`config.mk`:
```
export PLATFORM = sky130hd
export DESIGN_NAME = rank_by_comparison_count
export DESIGN_NICKNAME = d
export VERILOG_FILES = /design/src/rtl/core/rbcc_pkg.sv /design/src/rtl/core/rank_by_comparison_count.sv /design/src/rtl/core/rbcc_ram.sv /design/src/rtl/core/rbcc_rank.sv
export SDC_FILE = /design/constraint.sdc
export NUM_CORES = 2
export LEC_CHECK = 0
export ABC_CLOCK_PERIOD_IN_PS = 7050
export BUFFER_PORTS_ARGS = -buffer_cell sky130_fd_sc_hd__buf_2
export CORE_MARGIN = 4
export CORE_UTILIZATION = 55
export CTS_CLUSTER_SIZE = 8
export DETAILED_ROUTE_END_ITERATION = 12
export GPL_TIMING_DRIVEN = 0
export PLACE_DENSITY = 0.71
export SETUP_SLACK_MARGIN = 0.4
export SLEW_MARGIN = 5
export SYNTH_ARGS = -nofsm -noshare
export SYNTH_HDL_FRONTEND = slang
export SYNTH_HIERARCHICAL = 1
export SYNTH_SLANG_ARGS = --single-unit
export TNS_END_PERCENT = 100
```
`constraint.sdc`:
```
create_clock -name i_clk -period 7.05 [get_ports i_clk]
set_input_delay 1.0575 -clock i_clk [delete_from_list [all_inputs] [get_ports i_clk]]
set_output_delay 1.0575 -clock i_clk [all_outputs]
set_load 0.01 [all_outputs]
```
`src/rtl/core/rbcc_pkg.sv`:
```
// Shared types and constants for the comparison-count ranking block.
// No dependencies; imported by the top level and the ranking sequencer.
`timescale 1ns / 1ps
`default_nettype none

package rbcc_pkg;

    localparam int MAX_ITEMS_DEF = 64;
    localparam int VALUE_W       = 32;
    localparam int POS_W         = 6;
    localparam int RANK_W        = 7;

    typedef logic signed [VALUE_W-1:0] t_value;

    typedef struct packed {
        logic go;
        logic overflow;
    } t_run_req;

endpackage

`default_nettype wire

```
`src/rtl/core/rank_by_comparison_count.sv`:
```
// Top level of the comparison-count ranking block: load control, value store
// and ranking sequencer. Depends on rbcc_pkg, rbcc_ram and rbcc_rank.
//
//   channel | direction | handshake               | payload
//   --------+-----------+-------------------------+---------------------------------
//   in      | input     | i_in_valid / o_in_stall | i_value, i_last_in
//   out     | output    | o_out_valid/ i_out_stall| o_position, o_rank, o_overflow,
//           |           |                         | o_last_out
//
// A word without last_in is only stored; the ranking sequencer stays idle.
// A word with last_in and n stored values starts a run of n results; each result
// goes through the single read port of the store as a key read, a key capture
// and n compare reads, then waits in the output state while the output is stalled.
// o_in_stall is high for the whole run. Reset clears the count and overflow flag;
// the store is not cleared, only entries below the count are read.
`timescale 1ns / 1ps
`default_nettype none

module rank_by_comparison_count #(
    parameter int MAX_ITEMS = rbcc_pkg::MAX_ITEMS_DEF
) (
    input  wire logic                        i_clk,
    input  wire logic                        i_rst_n,
    input  wire logic                        i_in_valid,
    output logic                             o_in_stall,
    input  wire rbcc_pkg::t_value            i_value,
    input  wire logic                        i_last_in,
    output logic                             o_out_valid,
    input  wire logic                        i_out_stall,
    output logic [rbcc_pkg::POS_W-1:0]       o_position,
    output logic [rbcc_pkg::RANK_W-1:0]      o_rank,
    output logic                             o_overflow,
    output logic                             o_last_out
);
    import rbcc_pkg::*;

    localparam int AW = $clog2(MAX_ITEMS);
    localparam int CW = $clog2(MAX_ITEMS + 1);

    logic [CW-1:0] r_count, n_count;
    logic          r_ovf, n_ovf;
    logic          accept;
    logic          room;
    logic          busy;
    logic [AW-1:0] rd_addr;
    t_value        rd_data;
    t_run_req      req;
    logic [CW-1:0] run_count;

    assign o_in_stall = busy;
    assign accept     = i_in_valid && !busy;
    assign room       = (r_count < CW'(MAX_ITEMS));
    assign run_count  = r_count + CW'(room);

    assign req.go       = accept && i_last_in;
    assign req.overflow = r_ovf || !room;

    always_comb begin
        n_count = r_count;
        n_ovf   = r_ovf;
        if (accept) begin
            if (i_last_in) begin
                n_count = '0;
                n_ovf   = 1'b0;
            end else begin
                n_count = run_count;
                n_ovf   = r_ovf || !room;
            end
        end
    end

    always_ff @(posedge i_clk) begin
        if (!i_rst_n) begin
            r_count <= '0;
            r_ovf   <= 1'b0;
        end else begin
            r_count <= n_count;
            r_ovf   <= n_ovf;
        end
    end

    rbcc_ram #(
        .WIDTH (VALUE_W),
        .DEPTH (MAX_ITEMS)
    ) u_store (
        .i_clk     (i_clk),
        .i_wr_en   (accept && room),
        .i_wr_addr (r_count[AW-1:0]),
        .i_wr_data (i_value),
        .i_rd_addr (rd_addr),
        .o_rd_data (rd_data)
    );

    rbcc_rank #(
        .MAX_ITEMS (MAX_ITEMS)
    ) u_rank (
        .i_clk       (i_clk),
        .i_rst_n     (i_rst_n),
        .i_req       (req),
        .i_req_count (run_count),
        .o_busy      (busy),
        .o_rd_addr   (rd_addr),
        .i_rd_data   (rd_data),
        .o_out_valid (o_out_valid),
        .i_out_stall (i_out_stall),
        .o_position  (o_position),
        .o_rank      (o_rank),
        .o_overflow  (o_overflow),
        .o_last_out  (o_last_out)
    );

`ifndef NO_ASSERTIONS
    a_count_bound: assert property (@(posedge i_clk) disable iff (!i_rst_n)
        r_count <= CW'(MAX_ITEMS))
        else $error("element count beyond capacity");

    a_ovf_only_full: assert property (@(posedge i_clk) disable iff (!i_rst_n)
        r_ovf |-> (r_count == CW'(MAX_ITEMS)))
        else $error("overflow flag set with room left");

    a_idle_after_reset_run: assert property (@(posedge i_clk) disable iff (!i_rst_n)
        busy |-> (r_count == '0) && !r_ovf)
        else $error("list not cleared during ranking");
`endif

endmodule

`default_nettype wire

```
`src/rtl/core/rbcc_ram.sv`:
```
// Generic single-write, single-read synchronous RAM with registered read data.
// No dependencies.
`timescale 1ns / 1ps
`default_nettype none

module rbcc_ram #(
    parameter int WIDTH = 32,
    parameter int DEPTH = 64
) (
    input  wire logic                     i_clk,
    input  wire logic                     i_wr_en,
    input  wire logic [$clog2(DEPTH)-1:0] i_wr_addr,
    input  wire logic [WIDTH-1:0]         i_wr_data,
    input  wire logic [$clog2(DEPTH)-1:0] i_rd_addr,
    output logic      [WIDTH-1:0]         o_rd_data
);

    logic [WIDTH-1:0] r_mem [DEPTH];

    always_ff @(posedge i_clk) begin
        if (i_wr_en) begin
            r_mem[i_wr_addr] <= i_wr_data;
        end
        o_rd_data <= r_mem[i_rd_addr];
    end

endmodule

`default_nettype wire

```
`src/rtl/core/rbcc_rank.sv`:
```
// Ranking sequencer: walks the value store once per element, counts larger values
// and drives the result register. Depends on rbcc_pkg.
`timescale 1ns / 1ps
`default_nettype none

module rbcc_rank #(
    parameter int MAX_ITEMS = rbcc_pkg::MAX_ITEMS_DEF
) (
    input  wire logic                             i_clk,
    input  wire logic                             i_rst_n,
    input  wire rbcc_pkg::t_run_req               i_req,
    input  wire logic [$clog2(MAX_ITEMS+1)-1:0]   i_req_count,
    output logic                                  o_busy,
    output logic      [$clog2(MAX_ITEMS)-1:0]     o_rd_addr,
    input  wire rbcc_pkg::t_value                 i_rd_data,
    output logic                                  o_out_valid,
    input  wire logic                             i_out_stall,
    output logic      [rbcc_pkg::POS_W-1:0]       o_position,
    output logic      [rbcc_pkg::RANK_W-1:0]      o_rank,
    output logic                                  o_overflow,
    output logic                                  o_last_out
);
    import rbcc_pkg::*;

    localparam int AW   = $clog2(MAX_ITEMS);
    localparam int CW   = $clog2(MAX_ITEMS + 1);
    localparam int RW   = (CW > RANK_W) ? CW : RANK_W;
    localparam int PW   = (CW > POS_W) ? CW : POS_W;

    typedef enum logic [2:0] {
        S_IDLE,
        S_KEY,
        S_KWAIT,
        S_SCAN,
        S_OUT
    } t_state;

    t_state          r_state, n_state;
    logic [CW-1:0]   r_n, n_n;
    logic [CW-1:0]   r_i, n_i;
    logic [CW-1:0]   r_j, n_j;
    logic [CW-1:0]   r_greater, n_greater;
    t_value          r_key, n_key;
    logic            r_ovf, n_ovf;
    logic            r_out_valid, n_out_valid;
    logic [POS_W-1:0]  r_position, n_position;
    logic [RANK_W-1:0] r_rank, n_rank;
    logic            r_last, n_last;

    logic            gt;
    logic [CW-1:0]   greater_sum;
    logic [RW-1:0]   rank_ext;
    logic [PW-1:0]   pos_ext;

    assign gt          = (i_rd_data > r_key);
    assign greater_sum = r_greater + CW'(gt);
    assign rank_ext    = RW'(r_n) - RW'(greater_sum);
    assign pos_ext     = PW'(r_i);

    always_comb begin
        n_state     = r_state;
        n_n         = r_n;
        n_i         = r_i;
        n_j         = r_j;
        n_greater   = r_greater;
        n_key       = r_key;
        n_ovf       = r_ovf;
        n_out_valid = r_out_valid;
        n_position  = r_position;
        n_rank      = r_rank;
        n_last      = r_last;
        o_rd_addr   = r_i[AW-1:0];
        unique case (r_state)
            S_IDLE: begin
                if (i_req.go) begin
                    n_n     = i_req_count;
                    n_ovf   = i_req.overflow;
                    n_i     = '0;
                    n_state = S_KEY;
                end
            end
            S_KEY: begin
                o_rd_addr = r_i[AW-1:0];
                n_state   = S_KWAIT;
            end
            S_KWAIT: begin
                o_rd_addr = '0;
                n_key     = i_rd_data;
                n_j       = CW'(1);
                n_greater = '0;
                n_state   = S_SCAN;
            end
            S_SCAN: begin
                o_rd_addr = r_j[AW-1:0];
                n_greater = greater_sum;
                if (r_j == r_n) begin
                    n_position  = pos_ext[POS_W-1:0];
                    n_rank      = rank_ext[RANK_W-1:0];
                    n_last      = (r_i + CW'(1) == r_n);
                    n_out_valid = 1'b1;
                    n_state     = S_OUT;
                end else begin
                    n_j = r_j + CW'(1);
                end
            end
            S_OUT: begin
                if (!i_out_stall) begin
                    n_out_valid = 1'b0;
                    if (r_last) begin
                        n_state = S_IDLE;
                    end else begin
                        n_i     = r_i + CW'(1);
                        n_state = S_KEY;
                    end
                end
            end
            default: begin
                n_state = S_IDLE;
            end
        endcase
    end

    always_ff @(posedge i_clk) begin
        if (!i_rst_n) begin
            r_state     <= S_IDLE;
            r_out_valid <= 1'b0;
        end else begin
            r_state     <= n_state;
            r_out_valid <= n_out_valid;
        end
        r_n        <= n_n;
        r_i        <= n_i;
        r_j        <= n_j;
        r_greater  <= n_greater;
        r_key      <= n_key;
        r_ovf      <= n_ovf;
        r_position <= n_position;
        r_rank     <= n_rank;
        r_last     <= n_last;
    end

    assign o_busy      = (r_state != S_IDLE);
    assign o_out_valid = r_out_valid;
    assign o_position  = r_position;
    assign o_rank      = r_rank;
    assign o_overflow  = r_ovf;
    assign o_last_out  = r_last;

`ifndef NO_ASSERTIONS
    a_go_only_idle: assert property (@(posedge i_clk) disable iff (!i_rst_n)
        i_req.go |-> (r_state == S_IDLE))
        else $error("run request while ranking");

    a_valid_in_out: assert property (@(posedge i_clk) disable iff (!i_rst_n)
        r_out_valid |-> (r_state == S_OUT))
        else $error("result valid outside output state");

    a_greater_bound: assert property (@(posedge i_clk) disable iff (!i_rst_n)
        (r_state == S_SCAN) |-> (r_greater < r_n) && (r_j <= r_n) && (r_i < r_n))
        else $error("scan counters out of range");

    a_last_ends_run: assert property (@(posedge i_clk) disable iff (!i_rst_n)
        (r_out_valid && r_last && !i_out_stall) |=> (r_state == S_IDLE))
        else $error("run did not end after final word");
`endif

endmodule

`default_nettype wire

```
==> flow_metrics.env <==
export IMPL_status="complete, no violations"
export IMPL_r2r_end="u_store/o_rd_data[22]"
export IMPL_holdPathEnd="u_rank/r_key[5]"
export IMPL_fin_tns_setup_ns=0
export IMPL_globalplace_congestion=0.922
export IMPL_synth_edf_count=2123
export IMPL_grt_pass1_wl_um=339000
export IMPL_ys_seq_area_frac=0.777
export IMPL_ioPinCount=54
export IMPL_crit_chain="clkbuf_1 -> nand2b_1 -> clkbuf_1 -> nand2_1 -> o21ai_0 -> buf_2 -> buf_2 -> buf_2 -> buf_1 -> nand3b_1 -> o221ai_1 -> a21oi_1 -> a21oi_1 -> nor2_1"
export IMPL_synthAdderAreaFrac=0.00707
export IMPL_ir_drop_mv=0.284
export IMPL_drc_errors=0
export IMPL_nNetsFinal=4269
export IMPL_dr_total_vias=44139
export IMPL_synthMuxAreaShare=0.159
export IMPL_grt_pass1_vias=43617
export IMPL_die_w_um=397
export IMPL_first_pass_iters=7
export IMPL_grt_usage=0.314
export IMPL_ys_types=60
export IMPL_drt_iter0_drc=6956
export IMPL_die_area_sq_um=157000
export IMPL_numPortBuffers=53
export IMPL_viasPerCell=7.03
export IMPL_min_period_ns=5.57
export IMPL_synth_fp_nets=3805
export IMPL_worstPathRequired_ns=7.81
export IMPL_htreeDepth=5
export IMPL_drt_total_wl_um=245000
export IMPL_cp_start_kind="flop"
export IMPL_yosysTopAreaCellShare=0.767
export IMPL_postCtsSetupBuffers=0
export IMPL_setup_ws_ns=1.48
export IMPL_finalHoldWorstSlack_ns=0.429
export IMPL_regToRegStartpoint="u_rank/r_state[2]"
export IMPL_fillers=9506
export IMPL_cp_max_fo=10
export IMPL_syn_area_sq_um=83100
export IMPL_worst_pin_slew_ns=1.48
export IMPL_ant_nets=0
export IMPL_seq_area_sq_um=64600
export IMPL_yosysTopAreaCell="edfxtp_1"
export IMPL_grt_ovfl_total=0
export IMPL_synth_compound_area_frac=0.0201
export IMPL_numClockSinks=2167
export IMPL_synth_top_family_by_area="multiplexers"
export IMPL_hold_viol_final=0
export IMPL_reg2reg_slack_ns=1.48
export IMPL_grt_max_degree=65
export IMPL_crit_top_cell="buf_2"
export IMPL_tritoncts="done"
export IMPL_hp_class="reg2reg"
export IMPL_hold_depth=0
export IMPL_clk_pin_slew_ns=0.05
export IMPL_slew_headroom=0.0149
export IMPL_antenna_found_initial=10
export IMPL_start_util=0.554
export IMPL_hpwl_um=150000
export IMPL_netlist_instances=3725
export IMPL_cts_buffers=321
export IMPL_drv_slew=0
export IMPL_layout_common_cells="edfxtp_1, mux4_2, clkbuf_16"
export IMPL_synthToLayoutAreaGrowth_pct=16.4
export IMPL_crit_path_end_kind="flop"
export IMPL_setup_viol=0
export IMPL_path_buf_inv=6
export IMPL_path_delay_family="buffers and inverters"
export IMPL_ctsResizeCount=0
export IMPL_slowest_stage="buf_1"
export IMPL_p_per_area_nw_per_um2=325
export IMPL_num_rows=142
export IMPL_cts_root_buf="clkbuf_16"
export IMPL_fmax_ghz=0.180
export IMPL_path_class="reg2reg"
export IMPL_yosys_warnings=6
export IMPL_avgSynthCellArea_sq_um=22.3
export IMPL_synth_xor_area_frac=0.00453
export IMPL_synthSimpleGateAreaFrac=0.0192
export IMPL_ys_top_cells_by_area="edfxtp_1, mux4_2, mux2i_1"
export IMPL_critPathArrivalTime_ns=6.33
export IMPL_insertion_delay_ns=0.91
export IMPL_skew_ns=0.0466
export IMPL_p_leak_nw=30.6
export IMPL_async_flop_share=0
export IMPL_final_layout_size_suffix_gt1_frac=0.278
export IMPL_synthFlopType="edfxtp_1"
export IMPL_period_share=0.789
export IMPL_multi_input_area_sq_um=17900
export IMPL_layout_commonest_cell="edfxtp_1"
export IMPL_die_height_um=397
export IMPL_pre_cts_ws_ns=1.79
export IMPL_reg2reg_depth=14
export IMPL_clockBufferDepth=4
export IMPL_wire_per_inst_um=38.9
export IMPL_final_core_util=0.646
export IMPL_power_w=0.0315
export IMPL_yosys_register_bits=2167
export IMPL_min_from="u_store/o_rd_data[5]"
export IMPL_rsz0062_at_grt="no"
export IMPL_max_stage_delay_ns=0.97
export IMPL_drv_cap=0
export IMPL_postCtsHoldBufs=0
export IMPL_core_sq_um=150000
==> power by group <==
part           switching, W  internal, W
clock network       0.00504      0.00824
registers         0.0000885       0.0144
logic               0.00238      0.00137
total               0.00751       0.0240
==> layer usage <==
metal,part of all wire,track usage,up-vias
met5,0,0,-
met4,0.069,0.176,0
met3,0.13,0.0870,732
met2,0.45,0.468,3685
met1,0.34,0.425,23157
li1,-,-,16565
==> kinds of logic after synthesis <==
group | after synthesis
flip-flops | 2167
multiplexers | 639
AND/OR/NAND/NOR | 338
AO/OA/AOI/OAI | 257
buffers and inverters | 234
adder cells (fa/ha/maj) | 47
XOR/XNOR | 43
==> through the flow <==
| stage | cell area [sq um] | std cells |
|---|---|---|
| after detailed placement | 88300 | 5882 |
| after floorplan | 83100 | 3725 |
| after global routing | 96800 | 6277 |
| after CTS | 96800 | 6277 |
| final | 96800 | 6283 |
| after global placement | 85900 | 5794 |
==> registers in the layout (all words and copies together), names as in the netlist, 7 cells and up <==
signal	count
u_store/r_mem	2048
u_rank/r_key	32
u_rank/r_j	7
u_rank/o_rank	7
u_rank/r_greater	7
r_count	7
u_rank/pos_ext	7
u_rank/r_n	7
u_store/o_rd_data	32
==> cells in the mapped netlist, types with 25 or more instances <==
| library cell | instances |
|---|---|
| a21oi_1 | 75 |
| buf_2 | 57 |
| buf_4 | 25 |
| clkbuf_1 | 79 |
| dfxtp_1 | 44 |
| edfxtp_1 | 2123 |
| ha_1 | 42 |
| inv_1 | 46 |
| mux2i_1 | 95 |
| mux4_2 | 544 |
| nand2_1 | 53 |
| nor2_1 | 164 |
| o221ai_1 | 27 |
| o22ai_1 | 84 |
==> how the worst max path moves through the flow <==
stage	start	end	slack, ns	cells after the start
2_1_floorplan	u_rank/r_state[2]	u_store/r_mem[48][0]	2.55	7
5_1_grt	u_rank/r_state[2]	u_store/o_rd_data[6]	1.39	14
4_1_cts	u_rank/r_state[2]	u_store/o_rd_data[22]	1.74	14
3_3_place_gp	i_in_valid	u_store/r_mem[48][22]	-0.95	6
3_5_place_dp	u_rank/r_state[2]	u_store/o_rd_data[6]	1.79	14
6_report	u_rank/r_state[2]	u_store/o_rd_data[22]	1.48	14
==> area by class of cell <==
cell class / count / area share
Multi-Input combinational cell: 1324 / 0.185
Buffer: 188 / 0.00941
Sequential cell: 2167 / 0.668
Clock buffer: 389 / 0.0874
Timing Repair Buffer: 141 / 0.0220
Antenna cell: 6 / 0.000155
Clock inverter: 6 / 0.000646
Tap cell: 2016 / 0.0261
Inverter: 46 / 0.00178
Power figures use the tool's default switching activity.
